$ cat src/rtl/rbim_pkg.sv
// Shared types, widths and helpers for the reference block index map.
// No dependencies; imported by every module of the block.
package rbim_pkg;

	// field and datapath widths
	localparam int LANE_W        = 8;
	localparam int COL_W         = 24;
	localparam int QCNT_W        = 25;
	localparam int POS_W         = 26;
	localparam int RAND_W        = 32;
	localparam int APB_ADDR_W    = 3;
	localparam int APB_DATA_W    = 32;

	// lane modulo: quotient bits retired per pipeline stage
	localparam int MOD_STEP_BITS = 4;
	localparam int MOD_STAGES    = RAND_W / MOD_STEP_BITS;

	// slice index reaches 6 for tiny segments (column count 7, segment 1)
	localparam int MAX_SLICE     = 6;
	localparam int SLICE_W       = 3;
	localparam int MULT_N        = MAX_SLICE + 2;

	// stages of range classification before the lane compare
	localparam int CLS_STAGES    = 3;

	// register map, word index taken from paddr[2]
	typedef enum logic [0:0] {
		REG_LANE_COUNT   = 1'b0,
		REG_COLUMN_COUNT = 1'b1
	} reg_idx_t;

	// configuration as seen by the datapath; segm[k] = k * segment
	typedef struct packed {
		logic [LANE_W-1:0]                lanes;
		logic [QCNT_W-1:0]                q;
		logic [MULT_N-1:0][POS_W-1:0]     segm;
	} cfg_t;

	// classified item handed from front to back
	typedef struct packed {
		logic              empty;
		logic [LANE_W-1:0] lane;
		logic [QCNT_W-1:0] card;
		logic [POS_W-1:0]  start;
		logic [QCNT_W-1:0] span_a;
		logic [RAND_W-1:0] x;
	} job_t;

	// queue status toward the back end and the top level
	typedef struct packed {
		logic not_empty;
		logic full;
	} q_status_t;

	// restoring remainder step over a few dividend bits
	function automatic logic [LANE_W-1:0] mod_step(
		input logic [LANE_W-1:0]        rem,
		input logic [MOD_STEP_BITS-1:0] bits,
		input logic [LANE_W-1:0]        d
	);
		logic [LANE_W:0] r;
		r = {1'b0, rem};
		for (int k = MOD_STEP_BITS - 1; k >= 0; k--) begin
			r = {r[LANE_W-1:0], bits[k]};
			if (r >= {1'b0, d}) begin
				r = r - {1'b0, d};
			end
		end
		return r[LANE_W-1:0];
	endfunction

endpackage

$ cat src/rtl/rbim_back.sv
// Back end: scales J1 onto the candidate count and resolves the column.
// Depends on rbim_pkg; drains rbim_queue one item per cycle.
module rbim_back (
	input  logic                        clk,
	input  logic                        arst_n,
	input  rbim_pkg::q_status_t         status,
	input  rbim_pkg::job_t              head_job,
	output logic                        pop,
	output logic                        done,
	output logic [rbim_pkg::LANE_W-1:0] ref_lane,
	output logic [rbim_pkg::COL_W-1:0]  ref_column,
	output logic                        empty_set
);
	import rbim_pkg::*;

	logic [QCNT_W+RAND_W-1:0] prod_c;
	logic [QCNT_W-1:0]        col_lo_c;

	logic              vld_s1;
	job_t              job_s1;
	logic [QCNT_W-1:0] y_s1;

	logic              vld_s2;
	logic              empty_s2;
	logic [LANE_W-1:0] lane_s2;
	logic [POS_W-1:0]  start_s2;
	logic [QCNT_W-1:0] a_s2;
	logic [QCNT_W-1:0] z_s2;

	logic              done_q;
	logic              empty_q;
	logic [LANE_W-1:0] lane_q;
	logic [COL_W-1:0]  col_q;

	// never holds off: take the head whenever there is one
	assign pop = status.not_empty;

	// y = card * x >> 32
	assign prod_c = {{RAND_W{1'b0}}, head_job.card} * {{QCNT_W{1'b0}}, head_job.x};

	// column inside the wrapped range or after it
	assign col_lo_c = z_s2 - a_s2;

	always_ff @(posedge clk or negedge arst_n) begin
		if (!arst_n) begin
			vld_s1 <= 1'b0;
			vld_s2 <= 1'b0;
			done_q <= 1'b0;
		end else begin
			vld_s1 <= pop;
			vld_s2 <= vld_s1;
			done_q <= vld_s2;
		end
	end

	always_ff @(posedge clk) begin
		job_s1   <= head_job;
		y_s1     <= prod_c[QCNT_W+RAND_W-1:RAND_W];
		// position counted from the far end of the list
		z_s2     <= job_s1.card - QCNT_W'(1) - y_s1;
		empty_s2 <= job_s1.empty;
		lane_s2  <= job_s1.lane;
		start_s2 <= job_s1.start;
		a_s2     <= job_s1.span_a;
		empty_q  <= empty_s2;
		if (empty_s2) begin
			lane_q <= '0;
			col_q  <= '0;
		end else begin
			lane_q <= lane_s2;
			col_q  <= (z_s2 < a_s2) ? COL_W'(start_s2 + POS_W'(z_s2)) : COL_W'(col_lo_c);
		end
	end

	assign done       = done_q;
	assign ref_lane   = lane_q;
	assign ref_column = col_q;
	assign empty_set  = empty_q;

endmodule

$ cat config.mk
export PLATFORM = sky130hd
export DESIGN_NAME = rbim_back
export DESIGN_NICKNAME = d
export VERILOG_FILES = /design/src/rtl/rbim_pkg.sv /design/src/rtl/rbim_back.sv
export SDC_FILE = /design/constraint.sdc
export NUM_CORES = 2
export LEC_CHECK = 0
export BUFFER_PORTS_ARGS = -buffer_cell sky130_fd_sc_hd__clkbuf_2
export CAP_MARGIN = 20
export CORE_ASPECT_RATIO = 0.8
export CORE_UTILIZATION = 40
export CTS_CLUSTER_DIAMETER = 150
export DETAILED_ROUTE_END_ITERATION = 12
export SLEW_MARGIN = 20
export SYNTH_ARGS = -nofsm -noshare
export SYNTH_HDL_FRONTEND = slang
export SYNTH_SLANG_ARGS = --single-unit
export TNS_END_PERCENT = 20
$ cat constraint.sdc
create_clock -name clk -period 6.3 [get_ports clk]
set_clock_uncertainty 0.05 [all_clocks]
set_input_delay 0.945 -clock clk [delete_from_list [all_inputs] [get_ports clk]]
set_output_delay 0.945 -clock clk [all_outputs]
set_load 0.02 [all_outputs]
==> flow_summary.yaml <==
grt:
  grt_start_max_net_pins: 38
  grt_pass1_vias: 24800
  grt_usage: 0.218
  grt_pass1_wl_um: 141000
  antenna_found_initial: 2
  overflow: 0
finish:
  drive_gt1_frac: 0.159
  fin_area_mm2: 0.0388
  multi_input_area_mm2: 0.0253
  nets: 4944
  fill_cells: 7658
  seqCellArea_mm2: 0.00456
  synthToLayoutAreaGrowth_pct: 17.4
synth:
  yosys.area.top_type: "fa_1"
  synthFlopType: "dfxtp_1"
  netlist_area_mm2: 0.0330
  synth_edf_count: 0
  yosysMostFrequentCell: "inv_1"
  synth_area_leaders: "fa_1 42%, dfxtp_1 14%, ha_1 9.9%"
  yosysSeqAreaShare: 0.138
  synth_nets: 4614
  synth.top_cell.area_share: 0.417
  avgSynthCellArea_um2: 9.32
  postSynthCellCount: 3544
  yosys-top-cells-count: "798 x inv_1, 688 x fa_1, 428 x nand2_1"
  async_flop_share: 0.0132
  synth_cell_types: 66
  yosysWarnings: 0
  yosys_register_bits: 227
clocking:
  htree_levels: 1
  cts-root-buf: "clkbuf_16"
  clock-sinks: 227
  postCtsHoldBufs: 0
  clock_tree.buffer_depth: 3
  path_clk_slew_ns: 0.06
  insertion_delay_ns: 0.52
  cts_tree: "yes"
  cts-buffers-inserted: 24
route:
  routed_wl_um: 88200
  vias_per_cell: 4.77
  drc: 0
  ant_nets: 0
  vias: 23800
  first_iter_violations: 1486
  drt-pass1-iter-count: 5
  routedWlPerCell_um: 17.7
sta:
  fin_ws_ns: -0.766
  fmax_mhz: 142
  relSlewSlack: 0.618
  hold_viol: 0
  setup_viol: 25
  final.min_clock_period_ns: 7.07
  fin_crit_sh: 1.12
  grt_setup_unrepaired: "yes"
  final_max_slew_viol_count: 0
  tightest_slew_ns: 0.573
  timing.setup.tns_ns: -13.89
setup_path:
  critical_path_class: "input pin to register"
  path_max_fanout: 6
  crit_arrival_ns: 7.42
  crit_required_ns: 6.66
  r2r_start: "a_s2[14]"
  crit_path_end_kind: "register"
  worstSetupStartpointType: "input pin"
  crit_start: "head_job[87]"
  worstReg2RegEnd: "ref_column[23]"
  critPathCapture: "y_s1[24]"
  r2r_slack_ns: 1.01
  r2r_cells: 23
run:
  drv_cap: 0
die:
  dieWidth_um: 323
  core_area_mm2: 0.0811
  num_io_pins: 156
  start_util: 0.407
  row_count: 93
  die_h_um: 259
  dieArea_mm2: 0.0837
status:
  status: "complete, but fails checks"
  violations: "negative setup slack"
hold_path:
  hp-class: "input pin to asynchronous set/reset pin"
place:
  gp_congestion: 0.896
  place_ws_ns: -1.54
  hpwl_um: 74400
  post_dp_cell_area_mm2: 0.0376
  portBuffers: 152
[critical path, stage by stage]
cell,delay (ns)
clkbuf_16,0.14
buf_16,0.17
buf_12,0.11
nand2_4,0.04
fa_1,0.53
inv_1,0.05
fa_1,0.49
inv_2,0.04
fa_1,0.49
fa_2,0.61
inv_2,0.05
fa_1,0.48
fa_1,0.49
inv_1,0.05
fa_1,0.49
inv_2,0.05
ha_4,0.26
nand2_2,0.04
or4_4,0.44
a2111o_1,0.32
a21oi_2,0.16
nor3_4,0.09
a211oi_4,0.29
o31ai_4,0.14
o31ai_4,0.22
a21oi_2,0.08
xnor2_1,0.13
[cell usage in the layout (no fill, tap or decap), types with 11 or more instances in the layout]
cell and count:
nand3_1 17, and2_4 28, buf_4 257, nor2b_1 16, clkbuf_4 14, dfxtp_1 224, buf_12 43, nor2_1 89
clkbuf_2 135, a21oi_2 11, o21a_1 14, nand4_1 17, o21ai_0 26, xnor2_1 57, a21oi_1 89, and2_1 396
fa_1 669, xor2_1 28, nand2b_1 11, clkbuf_16 25, nand2_1 419, a21o_1 49, and3_1 13, nor3_1 21
ha_1 251, inv_1 791, fa_2 19
[timing repair]
action	4_1_cts	5_1_grt
gates cloned	1	0
endpoints found under the setup margin	25	25
buffers inserted	8	2
resized for setup	55	27
pin swaps	14	17
[final cells by class]
| class | count | area share |
|---|---|---|
| Multi-Input combinational cell | 2364 | 0.653 |
| Sequential cell | 227 | 0.118 |
| Tap cell | 1092 | 0.0352 |
| Inverter | 798 | 0.0772 |
| Clock buffer | 30 | 0.0171 |
| Clock inverter | 14 | 0.00290 |
| Antenna cell | 4 | 0.000258 |
| Timing Repair Buffer | 459 | 0.0965 |
[through the flow]
step / instances / utilization / hold WS [ns]
floorplan: 3544 / - / 0.260
global placement: 4929 / 0.463 / 0.260
detailed placement: 4929 / 0.463 / 0.262
CTS: 4982 / 0.477 / 0.150
global route: 4984 / 0.478 / 0.153
finish: 4988 / 0.478 / 0.168
[metal layers]
| metal | global-route usage | share of wire |
|---|---|---|
| met1 | 0.333 | 0.49 |
| met2 | 0.308 | 0.40 |
| met3 | 0.0623 | 0.099 |
| met4 | 0.0324 | 0.015 |
| met5 | 0 | 0 |
[registers in the layout, indices dropped and copies added (netlist names)]
name / flops
a_s2: 25
job_s1: 83
y_s1: 25
z_s2: 25
vld_s1: 1
done: 1
vld_s2: 1
empty_s2: 1
empty_set: 1
ref_column: 24
start_s2: 24
lane_s2: 8
ref_lane: 8
[how the worst min path moves through the flow]
| stage | startpoint | endpoint | slack [ns] | cells past startpoint |
|---|---|---|---|---|
| floorplan | job_s1[32] | a_s2[0] | 0.26 | 0 |
| global placement | job_s1[112] | lane_s2[4] | 0.26 | 0 |
| detailed placement | job_s1[59] | start_s2[2] | 0.26 | 0 |
| CTS | arst_n | vld_s1 | 0.15 | 1 |
| global route | arst_n | done | 0.15 | 1 |
| finish | arst_n | vld_s1 | 0.17 | 1 |
[kinds of logic after synthesis]
group,count (synthesis),share of synthesized area
AO/OA/AOI/OAI,257,0.0514
XOR/XNOR,87,0.0231
adder cells (fa/ha/maj),949,0.516
buffers and inverters,953,0.108
flip-flops,227,0.138
multiplexers,1,0.000341
AND/OR/NAND/NOR,1070,0.163
Power is not shown: default switching activity piles up to over one toggle a cycle in this logic, so the estimate is an artifact.
