[src/rtl/rbim_pkg.sv]
// Shared types, widths and helpers for the reference block index map.
// No dependencies; imported by every module of the block.
package rbim_pkg;

	// field and datapath widths
	localparam int LANE_W        = 8;
	localparam int COL_W         = 24;
	localparam int QCNT_W        = 25;
	localparam int POS_W         = 26;
	localparam int RAND_W        = 32;
	localparam int APB_ADDR_W    = 3;
	localparam int APB_DATA_W    = 32;

	// lane modulo: quotient bits retired per pipeline stage
	localparam int MOD_STEP_BITS = 4;
	localparam int MOD_STAGES    = RAND_W / MOD_STEP_BITS;

	// slice index reaches 6 for tiny segments (column count 7, segment 1)
	localparam int MAX_SLICE     = 6;
	localparam int SLICE_W       = 3;
	localparam int MULT_N        = MAX_SLICE + 2;

	// stages of range classification before the lane compare
	localparam int CLS_STAGES    = 3;

	// register map, word index taken from paddr[2]
	typedef enum logic [0:0] {
		REG_LANE_COUNT   = 1'b0,
		REG_COLUMN_COUNT = 1'b1
	} reg_idx_t;

	// configuration as seen by the datapath; segm[k] = k * segment
	typedef struct packed {
		logic [LANE_W-1:0]                lanes;
		logic [QCNT_W-1:0]                q;
		logic [MULT_N-1:0][POS_W-1:0]     segm;
	} cfg_t;

	// classified item handed from front to back
	typedef struct packed {
		logic              empty;
		logic [LANE_W-1:0] lane;
		logic [QCNT_W-1:0] card;
		logic [POS_W-1:0]  start;
		logic [QCNT_W-1:0] span_a;
		logic [RAND_W-1:0] x;
	} job_t;

	// queue status toward the back end and the top level
	typedef struct packed {
		logic not_empty;
		logic full;
	} q_status_t;

	// restoring remainder step over a few dividend bits
	function automatic logic [LANE_W-1:0] mod_step(
		input logic [LANE_W-1:0]        rem,
		input logic [MOD_STEP_BITS-1:0] bits,
		input logic [LANE_W-1:0]        d
	);
		logic [LANE_W:0] r;
		r = {1'b0, rem};
		for (int k = MOD_STEP_BITS - 1; k >= 0; k--) begin
			r = {r[LANE_W-1:0], bits[k]};
			if (r >= {1'b0, d}) begin
				r = r - {1'b0, d};
			end
		end
		return r[LANE_W-1:0];
	endfunction

endpackage

[src/rtl/rbim_front.sv]
// Front end: accepts items, computes the lane modulo and classifies the range.
// Depends on rbim_pkg; feeds rbim_queue.
module rbim_front (
	input  logic                        clk,
	input  logic                        arst_n,
	input  rbim_pkg::cfg_t              cfg,
	input  logic                        accept,
	input  logic [rbim_pkg::LANE_W-1:0] lane_index,
	input  logic [rbim_pkg::COL_W-1:0]  column_index,
	input  logic                        first_pass,
	input  logic [rbim_pkg::RAND_W-1:0] rand_low,
	input  logic [rbim_pkg::RAND_W-1:0] rand_high,
	output logic                        push,
	output rbim_pkg::job_t              push_job
);
	import rbim_pkg::*;

	typedef struct packed {
		logic              empty;
		logic              first;
		logic              slice0;
		logic [LANE_W-1:0] lane_i;
		logic [RAND_W-1:0] x;
		logic [POS_W-1:0]  start;
		logic [QCNT_W-1:0] span_a;
		logic [QCNT_W-1:0] card_first;
		logic [QCNT_W-1:0] card_same;
		logic [QCNT_W-1:0] card_other;
	} cls_t;

	logic [MOD_STAGES:1]    vld_s;
	logic [LANE_W-1:0]      rem_s [1:MOD_STAGES];
	logic [RAND_W-1:0]      dvd_s [1:MOD_STAGES];

	// stage 1: column substitution, slice search, J1 square
	logic [QCNT_W-1:0]      jj_c;
	logic                   empty_c;
	logic [SLICE_W-1:0]     slice_c;
	logic [2*RAND_W-1:0]    sq_c;
	logic [QCNT_W-1:0]      jj_s1;
	logic                   empty_s1;
	logic [SLICE_W-1:0]     slice_s1;
	logic                   first_s1;
	logic [LANE_W-1:0]      lane_i_s1;
	logic [RAND_W-1:0]      x_s1;

	// stage 2: range bounds
	logic [POS_W-1:0]       sseg_c;
	logic [POS_W-1:0]       start_c;
	logic [QCNT_W-1:0]      a_s2;
	logic [POS_W-1:0]       start_s2;
	logic [QCNT_W-1:0]      bj_s2;
	logic [QCNT_W-1:0]      sseg_s2;
	logic                   jmod0_s2;
	logic                   slice0_s2;
	logic                   empty_s2;
	logic                   first_s2;
	logic [LANE_W-1:0]      lane_i_s2;
	logic [RAND_W-1:0]      x_s2;

	// stage 3 onward: candidate counts, delayed to meet the lane result
	logic [QCNT_W:0]        sum_same_c;
	logic [POS_W-1:0]       sum_other_c;
	logic [POS_W-1:0]       sum_dec_c;
	cls_t                   cls_s [CLS_STAGES:MOD_STAGES];

	// final pick once the lane is known
	cls_t                   fin;
	logic [LANE_W-1:0]      lane_mod;
	logic [QCNT_W-1:0]      card_c;

	// valid flags
	always_ff @(posedge clk or negedge arst_n) begin
		if (!arst_n) begin
			vld_s <= '0;
		end else begin
			vld_s <= {vld_s[MOD_STAGES-1:1], accept};
		end
	end

	// lane modulo pipeline, most significant bits first
	always_ff @(posedge clk) begin
		rem_s[1] <= mod_step('0, rand_high[RAND_W-1 -: MOD_STEP_BITS], cfg.lanes);
		dvd_s[1] <= rand_high;
	end

	for (genvar k = 2; k <= MOD_STAGES; k++) begin : g_mod
		always_ff @(posedge clk) begin
			rem_s[k] <= mod_step(rem_s[k-1],
				dvd_s[k-1][RAND_W-1-MOD_STEP_BITS*(k-1) -: MOD_STEP_BITS], cfg.lanes);
			dvd_s[k] <= dvd_s[k-1];
		end
	end

	// stage 1 logic
	assign sq_c = {{RAND_W{1'b0}}, rand_low} * {{RAND_W{1'b0}}, rand_low};

	always_comb begin
		if (column_index == '0 && cfg.q != '0) begin
			jj_c = cfg.q - QCNT_W'(1);
		end else begin
			jj_c = QCNT_W'(column_index);
		end
		empty_c = (cfg.segm[1] == '0) || (jj_c >= cfg.q);
		slice_c = '0;
		for (int k = 1; k <= MAX_SLICE; k++) begin
			if (POS_W'(jj_c) >= cfg.segm[k]) begin
				slice_c = SLICE_W'(k);
			end
		end
	end

	always_ff @(posedge clk) begin
		jj_s1     <= jj_c;
		empty_s1  <= empty_c;
		slice_s1  <= slice_c;
		first_s1  <= first_pass;
		lane_i_s1 <= lane_index;
		x_s1      <= sq_c[2*RAND_W-1:RAND_W];
	end

	// stage 2 logic
	assign sseg_c  = cfg.segm[slice_s1];
	assign start_c = cfg.segm[SLICE_W'(slice_s1 + SLICE_W'(1))];

	always_ff @(posedge clk) begin
		a_s2      <= (POS_W'(cfg.q) > start_c) ? QCNT_W'(POS_W'(cfg.q) - start_c) : '0;
		start_s2  <= start_c;
		bj_s2     <= (jj_s1 != '0) ? jj_s1 - QCNT_W'(1) : '0;
		sseg_s2   <= QCNT_W'(sseg_c);
		jmod0_s2  <= (POS_W'(jj_s1) == sseg_c);
		slice0_s2 <= (slice_s1 == '0);
		empty_s2  <= empty_s1;
		first_s2  <= first_s1;
		lane_i_s2 <= lane_i_s1;
		x_s2      <= x_s1;
	end

	// stage 3 logic: counts for every lane outcome
	assign sum_same_c  = {1'b0, a_s2} + {1'b0, bj_s2};
	assign sum_other_c = POS_W'(a_s2) + POS_W'(sseg_s2);
	assign sum_dec_c   = sum_other_c - POS_W'(1);

	always_ff @(posedge clk) begin
		cls_s[CLS_STAGES].empty      <= empty_s2;
		cls_s[CLS_STAGES].first      <= first_s2;
		cls_s[CLS_STAGES].slice0     <= slice0_s2;
		cls_s[CLS_STAGES].lane_i     <= lane_i_s2;
		cls_s[CLS_STAGES].x          <= x_s2;
		cls_s[CLS_STAGES].start      <= start_s2;
		cls_s[CLS_STAGES].span_a     <= a_s2;
		cls_s[CLS_STAGES].card_first <= slice0_s2 ? bj_s2 : sseg_s2;
		cls_s[CLS_STAGES].card_same  <= sum_same_c[QCNT_W-1:0];
		// other lane: the block just before the segment start is dropped
		if (jmod0_s2 && sum_other_c != '0) begin
			cls_s[CLS_STAGES].card_other <= QCNT_W'(sum_dec_c);
		end else begin
			cls_s[CLS_STAGES].card_other <= QCNT_W'(sum_other_c);
		end
	end

	for (genvar k = CLS_STAGES + 1; k <= MOD_STAGES; k++) begin : g_dly
		always_ff @(posedge clk) begin
			cls_s[k] <= cls_s[k-1];
		end
	end

	// final selection on lane outcome
	assign fin      = cls_s[MOD_STAGES];
	assign lane_mod = rem_s[MOD_STAGES];

	always_comb begin
		push_job   = '0;
		push_job.x = fin.x;
		if (fin.first) begin
			card_c          = fin.card_first;
			push_job.lane   = fin.slice0 ? fin.lane_i : lane_mod;
			push_job.start  = '0;
			push_job.span_a = '0;
		end else begin
			card_c          = (lane_mod == fin.lane_i) ? fin.card_same : fin.card_other;
			push_job.lane   = lane_mod;
			push_job.start  = fin.start;
			push_job.span_a = fin.span_a;
		end
		push_job.card  = card_c;
		push_job.empty = fin.empty || (card_c == '0);
	end

	assign push = vld_s[MOD_STAGES];

endmodule

[config.mk]
export PLATFORM = sky130hd
export DESIGN_NAME = rbim_front
export DESIGN_NICKNAME = d
export VERILOG_FILES = /design/src/rtl/rbim_pkg.sv /design/src/rtl/rbim_front.sv
export SDC_FILE = /design/constraint.sdc
export NUM_CORES = 2
export LEC_CHECK = 0
export BUFFER_PORTS_ARGS = -buffer_cell sky130_fd_sc_hd__buf_2
export CAP_MARGIN = 20
export CORE_MARGIN = 2
export CORE_UTILIZATION = 50
export CTS_CLUSTER_DIAMETER = 120
export DETAILED_ROUTE_END_ITERATION = 7
export HOLD_SLACK_MARGIN = 0.12
export PLACE_DENSITY = 0.7
export SYNTH_ARGS = -nofsm -noshare
export SYNTH_HDL_FRONTEND = slang
export SYNTH_SLANG_ARGS = --single-unit
[constraint.sdc]
create_clock -name clk -period 10.1 [get_ports clk]
set_clock_uncertainty 0.2 [all_clocks]
set_input_delay 0.505 -clock clk [delete_from_list [all_inputs] [get_ports clk]]
set_output_delay 0.505 -clock clk [all_outputs]
set_load 0.03 [all_outputs]
==> metrics.md <==
| Metric | Value |
|---|---|
| DR iter-0 viols | `3955` |
| Syn_nets | `9957` |
| Worst Setup Start Kind | `flop` |
| Slowest CP cell | `or2_2` |
| Worst-margin pin slew | `1.22 ns` |
| Main flop type after synthesis | `dfxtp_1` |
| Placed instance count | `10600` |
| Worst-skew pair later-pin latency | `0.80 ns` |
| Setup violators final | `0` |
| RSZ-0062 raised after global routing | `no` |
| Final WL | `224 mm` |
| Share of post-route cells with drive strength above 1 | `13.4%` |
| Met3 usage | `5.20%` |
| Top post-synthesis cells by area | `dfxtp_1, fa_1, ha_1` |
| Max Fclk | `107 MHz` |
| Required @ worst endpoint | `10.56 ns` |
| Pre-antenna DRT Iters | `5` |
| CTS root buf | `clkbuf_16` |
| Gr ovfl total | `0` |
| First-pass GRT wire length | `346 mm` |
| Num Clock Sinks | `1413` |
| GR Layer Usage met1 | `35.0%` |
| Vias per cell | `5.32` |
| Tcrit/Tclk final | `92.2%` |
| Syn Inst Count | `8002` |
| DIE AREA | `171000 µm²` |
| Yosys reg bits | `1413` |
| Die width | `413 µm` |
| FILL cells | `13900` |
| Post-Syn Area | `83800 µm²` |
| Rel. slew slack | `18.6%` |
| Row count | `150` |
| Clock Pin Slew Worst Setup and Hold Paths | `0.07 ns` |
| Fin nets | `10700` |
| CP endpoint kind | `flop` |
| Max incr delay on CP | `0.44 ns` |
| Crit-path most repeated cell | `a21oi_1` |
| Core area | `167000 µm²` |
| Synth Area per Inst | `10.5 µm²` |
| IO Pins | `459` |
| Worst hold path class | `flop to flop` |
| Final Non-Filler Cells | `11100` |
| Synth unique cells | `93` |
| Number of max-cap violations | `0` |
| Die extent in y | `413 µm` |
| Largest net degree at the start of global routing | `64` |
| TritonCTS clock tree | `done` |
| Crit path arrival time | `9.78 ns` |
| Status | `finished, final reports clean` |
| Max Fanout on Critical Path | `12` |
| Fin. Hold Viols | `0` |
| HPWL Detailed | `174 mm` |
| Crit path max-delay family | `compound AO/OA/AOI/OAI gates` |
| Global placement routability congestion | `0.963` |
| Htree depth | `4` |
| Initial antenna violation count | `30` |
| Max-slew violations | `0` |
| CP Class | `flop to flop` |
| Vias in the first global route | `61300` |
| Routed len/inst | `20.2 µm` |
| Post-synthesis async set-or-reset flop share | `0.566%` |
| Area growth syn-to-layout | `15.1%` |
| Top cell type's share of synthesized area | `33.6%` |
| Post-synthesis sequential area ratio | `33.8%` |
| Routed Antenna Nets | `0` |
| Synth warn | `0` |
| Bufs and invs on worst path | `3` |
| PortBufs | `458` |
| Maximum buffer depth of the clock tree | `3` |
| M2 GR Usage | `42.5%` |
| TritonCTS Buffers | `143` |
| Residual DRC | `0` |
| Initial Utilization | `50.2%` |
| Cell taking the most area after synthesis | `dfxtp_1` |
| Top Usage Layer GRT | `met2` |
| Final min period | `9.32 ns` |
| Via count | `58900` |
| EDFF count, synth | `0` |
| GRT Total Usage | `26.3%` |
## stage by stage
step / hold WS, ns / util [%] / setup WS [ns] / TNS (ns) / instance area, µm²
finish: 0.116 / 57.8 / 0.783 / 0 / 96400
global route: 0.122 / 57.8 / 0.000820 / 0 / 96400
CTS: 0.120 / 57.7 / 0.377 / 0 / 96300
floorplan: 0.00941 / - / 0.0133 / 0 / 83900
global placement: 0.110 / 53.4 / 0.0821 / 0 / 89200
detailed placement: 0.112 / 53.5 / -0.0178 / -0.0359 / 89200
## cells in the final DEF, fill, tap and decap left out, types with 32 or more instances in the layout
master	instances
a21boi_0	33
buf_4	147
clkbuf_8	32
ha_1	768
clkbuf_16	144
a21o_1	139
nor3_1	78
dlygate4sd3_1	208
inv_1	1369
nand2b_1	54
mux4_2	104
xor2_1	127
nand4_1	77
nor2_1	354
buf_2	458
xnor2_1	202
mux2i_1	86
nor2b_1	138
and2_1	219
dfxtp_1	1402
a21oi_1	237
fa_1	840
mux2_2	154
o21bai_1	55
o21ai_0	232
nor4_1	45
nand3_1	69
o21a_1	63
nand2_1	511
## final timing paths
kind | cells after the start | startpoint | endpoint | slack [ns]
max | 46 | dvd_s[0][143] | rem_s[0][43] | 0.78
min | 0 | cls_s[0][755] | cls_s[0][924] | 0.12
max reg2reg | 46 | dvd_s[0][143] | rem_s[0][43] | 0.78
min reg2reg | 0 | cls_s[0][755] | cls_s[0][924] | 0.12
max in group asynchronous | 3 | arst_n | vld_s[5] | 8.95
min in group asynchronous | 3 | arst_n | vld_s[3] | 0.49
## logic make-up (layout without fill, tap and decap cells)
family / count (synthesis) / count (layout) / synth area share [%]
AND/OR/NAND/NOR: 1670 / 1670 / 9.79
adder cells (fa/ha/maj): 1614 / 1614 / 31.6
buffers and inverters: 1596 / 2456 / 7.31
flip-flops: 1413 / 1413 / 33.8
AO/OA/AOI/OAI: 1032 / 1032 / 8.06
multiplexers: 347 / 347 / 5.93
XOR/XNOR: 330 / 330 / 3.45
other: 0 / 16 / 0
## synth_stat cells, types with 13 or more instances
| library cell | n |
|---|---|
| dfxtp_1 | 1405 |
| inv_1 | 1370 |
| fa_1 | 840 |
| ha_1 | 774 |
| nand2_1 | 513 |
| nor2_1 | 358 |
| o21ai_0 | 245 |
| a21oi_1 | 241 |
| and2_1 | 219 |
| xnor2_1 | 202 |
| clkbuf_1 | 165 |
| mux2_2 | 154 |
| a21o_1 | 140 |
| nor2b_1 | 138 |
| xor2_1 | 128 |
| mux4_2 | 104 |
| mux2i_1 | 88 |
| nor3_1 | 78 |
| nand4_1 | 77 |
| nand3_1 | 69 |
| o21a_1 | 63 |
| o21bai_1 | 55 |
| nand2b_1 | 54 |
| nor4_1 | 48 |
| a21boi_0 | 34 |
| buf_4 | 34 |
| a211oi_1 | 30 |
| and3_1 | 23 |
| or3_1 | 21 |
| o211ai_1 | 20 |
| or2_2 | 19 |
| o21ai_1 | 17 |
| o31ai_1 | 17 |
| a211o_1 | 15 |
| a31oi_1 | 15 |
| o221ai_1 | 14 |
| o31a_1 | 13 |
## area by class of cell
| type | instances | area, µm² | share of cell area, % |
|---|---|---|---|
| clock inverter | 65 | 938 | 0.973 |
| tap | 2204 | 2760 | 2.86 |
| multi-input combinational | 4993 | 49500 | 51.4 |
| inverter | 1379 | 5180 | 5.37 |
| clock buffer | 196 | 4120 | 4.27 |
| timing repair buffer | 816 | 5530 | 5.73 |
| sequential | 1413 | 28300 | 29.4 |
| antenna | 16 | 40.0 | 0.0415 |
## state kept, by name (all words and copies together) (netlist names), 25 cells and up
name      cells
sseg_s2      25
a_s2         25
jj_s1        25
bj_s2        25
start_s2     26
x_s2         32
cls_s      1014
x_s1         32
dvd_s       112
rem_s        64
## routing by layer
| metal | part of all wire (%) | vias to the layer above |
|---|---|---|
| met5 | 0.036 | - |
| met4 | 3.8 | 14 |
| met3 | 7.6 | 545 |
| met2 | 46 | 2156 |
| met1 | 43 | 28800 |
| li1 | - | 27500 |
## what timing repair did
| item | 4_1_cts | 5_1_grt |
|---|---|---|
| setup buffers | 0 | 3 |
| gates resized for setup | 0 | 22 |
| setup endpoints to repair | 0 | 39 |
| endpoints found under the hold margin | 142 | 1 |
| hold buffers | 207 | 1 |
Power is not shown: default switching activity piles up to over one toggle a cycle in this logic, so the estimate is an artifact.
