$ cat src/rtl/rbim_pkg.sv
// Shared types, widths and helpers for the reference block index map.
// No dependencies; imported by every module of the block.
package rbim_pkg;

	// field and datapath widths
	localparam int LANE_W        = 8;
	localparam int COL_W         = 24;
	localparam int QCNT_W        = 25;
	localparam int POS_W         = 26;
	localparam int RAND_W        = 32;
	localparam int APB_ADDR_W    = 3;
	localparam int APB_DATA_W    = 32;

	// lane modulo: quotient bits retired per pipeline stage
	localparam int MOD_STEP_BITS = 4;
	localparam int MOD_STAGES    = RAND_W / MOD_STEP_BITS;

	// slice index reaches 6 for tiny segments (column count 7, segment 1)
	localparam int MAX_SLICE     = 6;
	localparam int SLICE_W       = 3;
	localparam int MULT_N        = MAX_SLICE + 2;

	// stages of range classification before the lane compare
	localparam int CLS_STAGES    = 3;

	// register map, word index taken from paddr[2]
	typedef enum logic [0:0] {
		REG_LANE_COUNT   = 1'b0,
		REG_COLUMN_COUNT = 1'b1
	} reg_idx_t;

	// configuration as seen by the datapath; segm[k] = k * segment
	typedef struct packed {
		logic [LANE_W-1:0]                lanes;
		logic [QCNT_W-1:0]                q;
		logic [MULT_N-1:0][POS_W-1:0]     segm;
	} cfg_t;

	// classified item handed from front to back
	typedef struct packed {
		logic              empty;
		logic [LANE_W-1:0] lane;
		logic [QCNT_W-1:0] card;
		logic [POS_W-1:0]  start;
		logic [QCNT_W-1:0] span_a;
		logic [RAND_W-1:0] x;
	} job_t;

	// queue status toward the back end and the top level
	typedef struct packed {
		logic not_empty;
		logic full;
	} q_status_t;

	// restoring remainder step over a few dividend bits
	function automatic logic [LANE_W-1:0] mod_step(
		input logic [LANE_W-1:0]        rem,
		input logic [MOD_STEP_BITS-1:0] bits,
		input logic [LANE_W-1:0]        d
	);
		logic [LANE_W:0] r;
		r = {1'b0, rem};
		for (int k = MOD_STEP_BITS - 1; k >= 0; k--) begin
			r = {r[LANE_W-1:0], bits[k]};
			if (r >= {1'b0, d}) begin
				r = r - {1'b0, d};
			end
		end
		return r[LANE_W-1:0];
	endfunction

endpackage

$ cat src/rtl/rbim_queue.sv
// Short item queue between the front and back ends.
// Depends on rbim_pkg for the job and status types.
module rbim_queue #(
	parameter int DEPTH = 4
) (
	input  logic                 clk,
	input  logic                 arst_n,
	input  logic                 push,
	input  rbim_pkg::job_t       push_job,
	input  logic                 pop,
	output rbim_pkg::job_t       head_job,
	output rbim_pkg::q_status_t  status
);
	import rbim_pkg::*;

	localparam int PTR_W = (DEPTH > 1) ? $clog2(DEPTH) : 1;
	localparam int CNT_W = $clog2(DEPTH + 1);

	job_t             mem_q [DEPTH];
	logic [PTR_W-1:0] wr_ptr_q;
	logic [PTR_W-1:0] rd_ptr_q;
	logic [CNT_W-1:0] count_q;
	logic             do_push;
	logic             do_pop;

	assign do_pop  = pop && (count_q != '0);
	assign do_push = push && ((count_q != CNT_W'(DEPTH)) || do_pop);

	// storage
	always_ff @(posedge clk) begin
		if (do_push) begin
			mem_q[wr_ptr_q] <= push_job;
		end
	end

	// pointers and fill count
	always_ff @(posedge clk or negedge arst_n) begin
		if (!arst_n) begin
			wr_ptr_q <= '0;
			rd_ptr_q <= '0;
			count_q  <= '0;
		end else begin
			if (do_push) begin
				wr_ptr_q <= (wr_ptr_q == PTR_W'(DEPTH - 1)) ? '0 : wr_ptr_q + PTR_W'(1);
			end
			if (do_pop) begin
				rd_ptr_q <= (rd_ptr_q == PTR_W'(DEPTH - 1)) ? '0 : rd_ptr_q + PTR_W'(1);
			end
			if (do_push && !do_pop) begin
				count_q <= count_q + CNT_W'(1);
			end else if (do_pop && !do_push) begin
				count_q <= count_q - CNT_W'(1);
			end
		end
	end

	assign head_job         = mem_q[rd_ptr_q];
	assign status.not_empty = (count_q != '0);
	assign status.full      = (count_q == CNT_W'(DEPTH));

endmodule

$ cat config.mk
export PLATFORM = sky130hd
export DESIGN_NAME = rbim_queue
export DESIGN_NICKNAME = d
export VERILOG_FILES = /design/src/rtl/rbim_pkg.sv /design/src/rtl/rbim_queue.sv
export SDC_FILE = /design/constraint.sdc
export NUM_CORES = 1
export LEC_CHECK = 0
export ABC_AREA = 1
export BUFFER_PORTS_ARGS = -buffer_cell sky130_fd_sc_hd__buf_2
export CAP_MARGIN = 10
export CORE_MARGIN = 5
export CORE_UTILIZATION = 45
export CTS_CLUSTER_DIAMETER = 50
export DETAILED_ROUTE_END_ITERATION = 12
export GPL_ROUTABILITY_DRIVEN = 0
export PLACE_DENSITY_LB_ADDON = 0.12
export RECOVER_POWER = 50
export SYNTH_ARGS = -nofsm -noshare
export SYNTH_HDL_FRONTEND = slang
export SYNTH_SLANG_ARGS = --single-unit
export TNS_END_PERCENT = 30
$ cat constraint.sdc
create_clock -name clk -period 7.9 [get_ports clk]
set_input_delay 0.79 -clock clk [delete_from_list [all_inputs] [get_ports clk]]
set_output_delay 0.79 -clock clk [all_outputs]
set_load 0.01 [all_outputs]
==> results of run 1 <==
==> synthesized netlist by cell type <==
| master | n |
|---|---|
| edfxtp_1 | 468 |
| nand2_1 | 251 |
| inv_1 | 246 |
| o211ai_1 | 117 |
| a21oi_1 | 107 |
| o21ai_1 | 71 |
| o21ai_0 | 47 |
| buf_6 | 33 |
| buf_2 | 32 |
| a21oi_2 | 10 |
| dfrtp_1 | 7 |
| clkbuf_1 | 6 |
| ha_1 | 6 |
| nor2_1 | 6 |
| buf_4 | 5 |
| nand3_1 | 5 |
| buf_1 | 2 |
| fa_1 | 1 |
| nand4_1 | 1 |
| nor3_1 | 1 |
| or2_1 | 1 |
| xnor2_1 | 1 |
==> metal layers <==
| layer | up-vias | track usage |
|---|---|---|
| li1 | 5402 | - |
| met1 | 5180 | 0.222 |
| met2 | 224 | 0.257 |
| met3 | 50 | 0.0400 |
| met4 | 6 | 0.0474 |
| met5 | - | 0 |
==> layout make-up <==
type,instances,area [sq um]
diodes,1,2.50
clock buffers,68,1340
clock inverters,16,106
fillers,3691,20200
inverters,246,923
multi-input cells,625,3200
flip-flops and latches,475,14200
well taps,539,674
repair buffers,248,1180
==> worst max-delay path, delay by kind of cell, from the launching register on <==
family          cells  cell delay [ns]
compound gates      2             0.29
buf+inv             2             1.07
flops               1             2.17
simple gates        1             0.13
==> final timing paths <==
path                                              start                 endpoint  slack [ns]  cells after the start
max in group asynchronous                        arst_n  rd_ptr_q[1]$_DFFE_PN0P_        7.44                      1
worst min register to register   count_q[2]$_DFFE_PN0P_   count_q[2]$_DFFE_PN0P_        0.52                      2
min in group clk                           push_job[94]   mem_q[0][94]$_DFFE_PP_        0.47                      1
worst min-delay path                             arst_n   count_q[2]$_DFFE_PN0P_        0.13                      1
worst max-delay path            rd_ptr_q[0]$_DFFE_PN0P_             head_job[33]        2.78                      5
worst max register to register   count_q[0]$_DFFE_PN0P_    mem_q[3][8]$_DFFE_PP_        3.98                      5
==> metrics by stage <==
step	instance area [sq um]	setup WS, ns	power (mW)	utilization	std cells
3_5_place_dp	20400	4.17	6.18	0.487	2133
4_1_cts	21800	4.05	8.30	0.522	2217
5_1_grt	21700	2.31	8.69	0.517	2217
3_3_place_gp	20400	4.17	6.14	0.487	2133
6_report	21700	2.78	8.14	0.517	2218
2_1_floorplan	19000	1.37	5.38	-	1424
==> flip-flops by register name, indices dropped and copies added, names as in the netlist <==
signal	flops
mem_q	468
count_q	3
rd_ptr_q	2
wr_ptr_q	2
==> power by group <==
part,switching (mW),internal (mW)
combinational,1.73,0.834
sequential,0.177,3.30
clock,0.887,1.21
total,2.79,5.34
==> kinds of logic after synthesis <==
group / Yosys count / synth area share
AOI/OAI and AO/OA: 352 / 0.110
xor gates and xnor gates: 1 / 0.000462
adders and majority gates: 7 / 0.00502
buffers and inverters: 324 / 0.0803
DFF: 475 / 0.751
and+or+nand+nor: 265 / 0.0531
==> results_dict.tcl, run 1 <==
set metrics [dict create \
    grt_pass1_wl_mm 58.9 \
    slew_viol_final 142 \
    setup_viol_count_final 0 \
    area_growth_pct 14.3 \
    fp.dieW_um 215 \
    cap_violations 3 \
    synth-warning-count 0 \
    core_sq_um 41900 \
    drive_above_1_share 0.118 \
    place_hpwl_mm 21.6 \
    h-tree-depth 2 \
    grt_max_degree 225 \
    worst_ep_required_time_ns 7.11 \
    whs_ns 0.127 \
    routed_via_density 4.90 \
    die_y_um 215 \
    worstPathArrival_ns 4.33 \
    fin_crit_ns 5.12 \
    path_max_fanout 91 \
    yosysTopAreaCell "edfxtp_1" \
    ir_worst_vdd_v 0.000367 \
    clock_latency_ns 0.57 \
    synth-seq-cells 475 \
    final.setup_skew_ns 0.0137 \
    worst_slew_pin_slew_ns 2.90 \
    p_leak_nw 8.26 \
    wl_met2_mm 17.8 \
    tns_ns 0 \
    port_buffers 239 \
    cts.sinks 475 \
    postSynthAreaPerCell_sq_um 13.3 \
    clk_pin_slew_worst_paths_ns 0.06 \
    final_nets 1774 \
    drt_first_pass_iters 5 \
    critPathKind "reg2out" \
    critPathSlowestCell "dfrtp_1" \
    final_cell_mix "edfxtp_1 (468), nand2_1 (251), inv_1 (246), clkbuf_1 (137), buf_2 (119)" \
    grt-ovfl-total 0 \
    synth_area_sq_um 19000 \
    cts_buffers 50 \
    cts_tree "built" \
    highest_layer "met5" \
    grt_use_total 0.161 \
    cts_hold_buf 0 \
    status "finished, violations left" \
    die-area_sq_um 46300 \
    worstSetupStartpointType "flip-flop" \
    antenna_found_initial 4 \
    violations "max-capacitance violations, max-slew violations" \
    yosysSeqAreaShare 0.751 \
    power_density_nw_per_um2 376 \
    end_kind "primary output" \
    hold_viol 0 \
    rsz0062_at_grt "no" \
    drtAntennaViolNets 0 \
    row_count 75 \
    layout_commonest_cell "edfxtp_1" \
    via_count 10900 \
    synthTopCellsByArea "edfxtp_1 (74%), nand2_1 (5.0%), inv_1 (4.9%)" \
    cts-root-buf "clkbuf_16" \
    synthCells 1424 \
    synth_top_area_share 0.741 \
    clock.fmax_mhz 195 \
    start_util 0.453 \
    cts_buffer_depth 3 \
    drt-met1-wl_mm 17.0 \
    routed_wl_mm 37.7 \
    slowest_delay_ns 2.17 \
    wl_met3_mm 2.04 \
    wire_per_inst_um 17.0 \
    post_synth_num_cell_types 22 \
    grt_pass1_vias 10400 \
    post-route-drc-count 0 \
    slew_headroom -0.941 \
    ctsResizeCount 0 \
    hp-class "in2async" \
    drtIter0Drc 535 \
    synth_nets 1552 \
    crit_chain "buf_4 > a21oi_1 > o21ai_1 > nand2_1 > buf_2" \
    fin_crit_sh 0.649 \
    io_pins 240 \
    cts_setup_buffers 0 \
]
Power figures use the tool's default switching activity.
==> inputs of run 2 (changes only) <==
ABC_AREA = 0   (was 1)
clock period = 4.4 ns   (was 7.9 ns; I/O delays follow)
==> run 2 against run 1 <==
  * The flow now finishes without violations
  * Clock power rose by 88%
  * Worst hold slack lost 0.0040 ns
  * Largest power group unchanged
  * Sequential power increased by 84%
  * Final cell count is 33% lower
  * Via count shrank 29%
  * Critical path type is now reg2reg
  * Critical endpoint is now mem_q[3][32]$_DFFE_PP_
  * Combinational power increased by 50%
==> results_dict.tcl, run 2 <==
set metrics [dict create \
    fin_area_sq_um 20600 \
    final_cell_mix "edfxtp_1 (468), clkbuf_1 (125), buf_2 (119), mux4_2 (117), clkbuf_16 (51)" \
    grt_use_total 0.163 \
    drt_first_pass_iters 4 \
    drtIter0Drc 413 \
    final.setup_skew_ns 0.0192 \
    cts.sinks 475 \
    start_util 0.453 \
    clock.fmax_mhz 296 \
    grt-ovfl-total 0 \
    cts_tree "built" \
    die_y_um 207 \
    cts_setup_buffers 0 \
    regMostFlops "mem_q" \
    synth-warning-count 0 \
    power_density_nw_per_um2 688 \
    clock_latency_ns 0.58 \
    slew_viol_final 0 \
    yosysTopAreaCell "edfxtp_1" \
    cts_hold_buf 1 \
    post_synth_num_cell_types 19 \
    fin_crit_sh 0.768 \
    finalPower_mw 14.2 \
    async_flop_share 0.0147 \
    status "complete, no violations" \
    ys.flop_type "edfxtp_1" \
    largest_reg_flops 468 \
    core_sq_um 38500 \
    clk_pin_slew_worst_paths_ns 0.06 \
    synth_common_cells "edfxtp_1 (468), mux4_2 (117), buf_2 (12)" \
    worst_ep_required_time_ns 4.58 \
    synth_area_sq_um 17400 \
    reg_top3 "mem_q: 468 flops, count_q: 3 flops" \
    path_max_fanout 67 \
    hp-class "in2reg" \
    drive_above_1_share 0.348 \
    row_count 72 \
    ctsResizeCount 0 \
    worstPathArrival_ns 3.56 \
    wire_per_inst_um 23.4 \
    yosys.cell_count.top_type "edfxtp_1" \
    cts_buffers 49 \
    whs_ns 0.123 \
    synthCells 648 \
    rsz0062_at_grt "no" \
    port_buffers 239 \
    grt_max_degree 68 \
    fin_crit_ns 3.38 \
    worstSetupStartpointType "flip-flop" \
    drtAntennaViolNets 0 \
    cap_violations 0 \
    yosysSeqAreaShare 0.816 \
    h-tree-depth 2 \
    hold_viol 0 \
    place_hpwl_mm 21.9 \
    grt_pass1_vias 8328 \
    worst_slew_pin_slew_ns 1.14 \
    postSynthAreaPerCell_sq_um 26.9 \
    critPathKind "reg2reg" \
    io_pins 240 \
    place_area_sq_um 19200 \
    grt_pass1_wl_mm 51.6 \
    seq_area_sq_um 14200 \
    nFillCells 3034 \
    post-route-drc-count 0 \
    synth-edff-count 468 \
    setup_viol_count_final 0 \
    via_count 7721 \
    antenna_found_initial 8 \
    area_growth_pct 18.2 \
    cts_buffer_depth 3 \
    tns_ns 0 \
    synth-seq-cells 475 \
    synthTopCellsByArea "edfxtp_1 (81%), mux4_2 (15%), buf_12 (1.1%)" \
    final_nets 1056 \
    multiInputGateArea_sq_um 2880 \
    layout_commonest_cell "edfxtp_1" \
    synth_top_area_share 0.806 \
    routed_wl_mm 34.8 \
    routed_via_density 5.20 \
    cts-root-buf "clkbuf_16" \
    fp.dieW_um 207 \
    slew_headroom 0.241 \
    synth_nets 776 \
    die-area_sq_um 42800 \
    ir_worst_vdd_v 0.000416 \
    p_leak_nw 6.70 \
    end_kind "flip-flop" \
]
run 2: routing by layer:
| layer | up-vias | wire length (um) | global-route usage |
|---|---|---|---|
| met5 | - | 87 | 0 |
| met1 | 4066 | 13900 | 0.213 |
| met3 | 60 | 2720 | 0.0548 |
| met2 | 213 | 17400 | 0.265 |
| li1 | 3370 | - | - |
| met4 | 12 | 682 | 0.0432 |
run 2: final cells by class:
type,count,share of cell area
Clock inverter,33,0.0128
Clock buffer,56,0.0629
Tap cell,518,0.0315
Multi-Input combinational cell,143,0.140
Antenna cell,2,0.000243
Sequential cell,475,0.691
Inverter,4,0.000729
Timing Repair Buffer,255,0.0610
run 2: cells by family after synthesis:
kind of cell             Yosys count  share of synthesized area
multiplexers                     122                      0.154
buffers and inverters             30                     0.0182
XOR/XNOR                           3                    0.00151
AND/OR/NAND/NOR                   10                    0.00337
AO/OA/AOI/OAI                      1                   0.000646
adder cells (fa/ha/maj)            7                    0.00546
flip-flops                       475                      0.816
run 2: where the power goes:
part	internal (mW)	total [mW]	switching, mW	leakage [nW]
registers	5.96	6.39	0.437	4.37
logic	1.82	3.83	2.01	1.59
clock network	2.29	3.94	1.65	0.744
run 2: worst paths after layout:
path / startpoint / to / slack, ns / cells past startpoint
worst max-delay path: count_q[2]$_DFFE_PN0P_ / mem_q[3][32]$_DFFE_PP_ / 1.02 / 4
worst min-delay path: push_job[67] / mem_q[1][67]$_DFFE_PP_ / 0.12 / 1
worst max register to register: count_q[2]$_DFFE_PN0P_ / mem_q[3][32]$_DFFE_PP_ / 1.02 / 4
worst min register to register: count_q[2]$_DFFE_PN0P_ / count_q[2]$_DFFE_PN0P_ / 0.51 / 1
max in group asynchronous: arst_n / rd_ptr_q[0]$_DFFE_PN0P_ / 3.74 / 2
min in group asynchronous: arst_n / count_q[0]$_DFFE_PN0P_ / 0.33 / 2
run 2: worst max-delay path: stages, from the launching register on:
cell and delay (ns):
dfrtp_1 0.40, nor3b_1 0.17, a21boi_0 0.72, and2_0 0.61, clkbuf_4 0.98
run 2: stage by stage:
stage / setup WS (ns) / util / std cells
finish: 1.02 / 0.536 / 1486
global route: 0.745 / 0.535 / 1485
CTS: 1.17 / 0.540 / 1484
detailed placement: 1.77 / 0.499 / 1394
global placement: 1.81 / 0.499 / 1394
floorplan: 0.362 / - / 648
==> inputs of run 3 (changes only) <==
ABC_AREA = 1   (was 0)
clock period = 3.5 ns   (was 4.4 ns; I/O delays follow)
==> run 3 against run 2 <==
  * Setup slack got worse by 0.30 ns
  * Core utilization increased by 2.1 points
  * Final cell count increased by 59%
  * Worst hold slack improved by 0.10 ns
  * Sequential power increased by 23%
  * Critical path type is now reg2out
  * Largest cell class unchanged
==> results_dict.tcl, run 3 (synthesized netlist as in run 1, its figures left out) <==
set metrics [dict create \
    die_y_um 215 \
    post-route-drc-count 0 \
    port_buffers 239 \
    internal_power_mw 12.7 \
    combPwrFrac 0.315 \
    hp-class "in2async" \
    worst_slack_ns 0.719 \
    utilization 0.556 \
    area_growth_pct 22.9 \
    drive_above_1_share 0.126 \
    switching_share 0.337 \
    grt_pass1_vias 11100 \
    routed_via_density 4.79 \
    place_area_sq_um 20600 \
    power_frac_seq 0.411 \
    fin_crit_ns 2.78 \
    final.setup_skew_ns 0.0166 \
    drt_first_pass_iters 5 \
    cap_violations 0 \
    worst_slew_pin_slew_ns 1.22 \
    dp_slack_ns 1.28 \
    die-area_sq_um 46300 \
    worstSetupStartpointType "flip-flop" \
    fin_crit_sh 0.795 \
    core_sq_um 41900 \
    fp.dieW_um 215 \
    ir_worst_vdd_v 0.000510 \
    cts_buffers 53 \
    hold_viol 0 \
    final_nets 1911 \
    critPathKind "reg2out" \
    clk_pin_slew_worst_paths_ns 0.06 \
    cts_setup_buffers 0 \
    path_max_fanout 71 \
    reg_top3 "mem_q: 468 flops, count_q: 3 flops" \
    h-tree-depth 2 \
    drtAntennaViolNets 0 \
    slew_headroom 0.188 \
    worstPathArrival_ns 2.43 \
    clock_latency_ns 0.58 \
    worst_ep_required_time_ns 3.15 \
    row_count 75 \
    cts-root-buf "clkbuf_16" \
    slew_viol_final 0 \
    place_hpwl_mm 21.6 \
    grt_max_degree 118 \
    power.share.clock 0.274 \
    power_density_nw_per_um2 824 \
    largest_reg_flops 468 \
    status "complete, no violations" \
    ctsResizeCount 0 \
    wire_per_inst_um 16.1 \
    grt_pass1_wl_mm 60.5 \
    switching_power_mw 6.46 \
    final_cell_mix "edfxtp_1 (468), nand2_1 (251), inv_1 (246), clkbuf_1 (130)" \
    grt_use_total 0.164 \
    io_pins 240 \
    via_count 11300 \
    routed_wl_mm 38.0 \
    clock.fmax_mhz 360 \
    cts.sinks 475 \
    tns_ns 0 \
    cts_buffer_depth 3 \
    wl_met2_mm 18.3 \
    antenna_found_initial 3 \
    grt-ovfl-total 0 \
    p_leak_nw 8.97 \
    regMostFlops "mem_q" \
    drtIter0Drc 575 \
    drt-met1-wl_mm 17.0 \
    end_kind "primary output" \
    start_util 0.453 \
    wl_met3_mm 1.83 \
    layout_commonest_cell "edfxtp_1" \
    rsz0062_at_grt "no" \
    cts_tree "built" \
    fin_area_sq_um 23300 \
    setup_viol_count_final 0 \
    highest_layer "met5" \
]
==> run 3: final timing paths <==
check	startpoint	endpoint	slack, ns	cells past startpoint
worst max-delay path	rd_ptr_q[0]$_DFFE_PN0P_	head_job[43]	0.72	5
min in group clk	count_q[2]$_DFFE_PN0P_	count_q[2]$_DFFE_PN0P_	0.50	2
worst max register to register	count_q[0]$_DFFE_PN0P_	mem_q[0][75]$_DFFE_PP_	1.03	5
worst min-delay path	arst_n	count_q[1]$_DFFE_PN0P_	0.23	2
worst min register to register	count_q[2]$_DFFE_PN0P_	count_q[2]$_DFFE_PN0P_	0.50	2
max in group asynchronous	arst_n	rd_ptr_q[0]$_DFFE_PN0P_	2.91	2
==> run 3: stage by stage <==
step / power (mW) / hold slack [ns] / cells
after global routing: 20.5 / 0.276 / 2360
final: 19.2 / 0.228 / 2360
after global placement: 14.1 / 0.209 / 2147
after CTS: 19.6 / 0.109 / 2359
after floorplan: 12.1 / 0.0544 / 1424
after detailed placement: 14.1 / 0.207 / 2147
==> run 3: cell type report <==
| cell class | count | area (sq um) |
|---|---|---|
| clock inverter | 27 | 245 |
| sequential | 475 | 14200 |
| antenna | 1 | 2.50 |
| clock buffer | 65 | 1410 |
| inverter | 246 | 923 |
| timing repair buffer | 382 | 2570 |
| multi-input combinational | 625 | 3230 |
| fill | 3558 | 18600 |
| tap | 539 | 674 |
==> run 3: critical path, cell delays in order (launching register included) <==
cell	delay (ns)
dfrtp_4	0.99
buf_4	0.37
a21oi_1	0.10
o21ai_1	0.08
nand2_1	0.08
buf_2	0.15
==> run 3: what timing repair did <==
| action | 4_1_cts | 5_1_grt |
|---|---|---|
| hold buffers | 120 | 0 |
| endpoints found under the setup margin | 0 | 0 |
| hold endpoints to repair | 477 | 0 |
==> run 3: power groups by stage <==
stage               sequential [mW]  combinational (mW)  clock (mW)
floorplan                      7.84                4.22           0
global placement               7.98                6.07           0
finish                         7.89                6.05        5.26
detailed placement             8.01                6.12           0
CTS                            7.90                6.25        5.41
global route                   8.00                6.81        5.66
==> run 3: layer usage <==
metal	global-route usage	up-vias
li1	-	5684
met4	0.0527	4
met1	0.220	5323
met5	0	-
met3	0.0326	63
met2	0.271	224
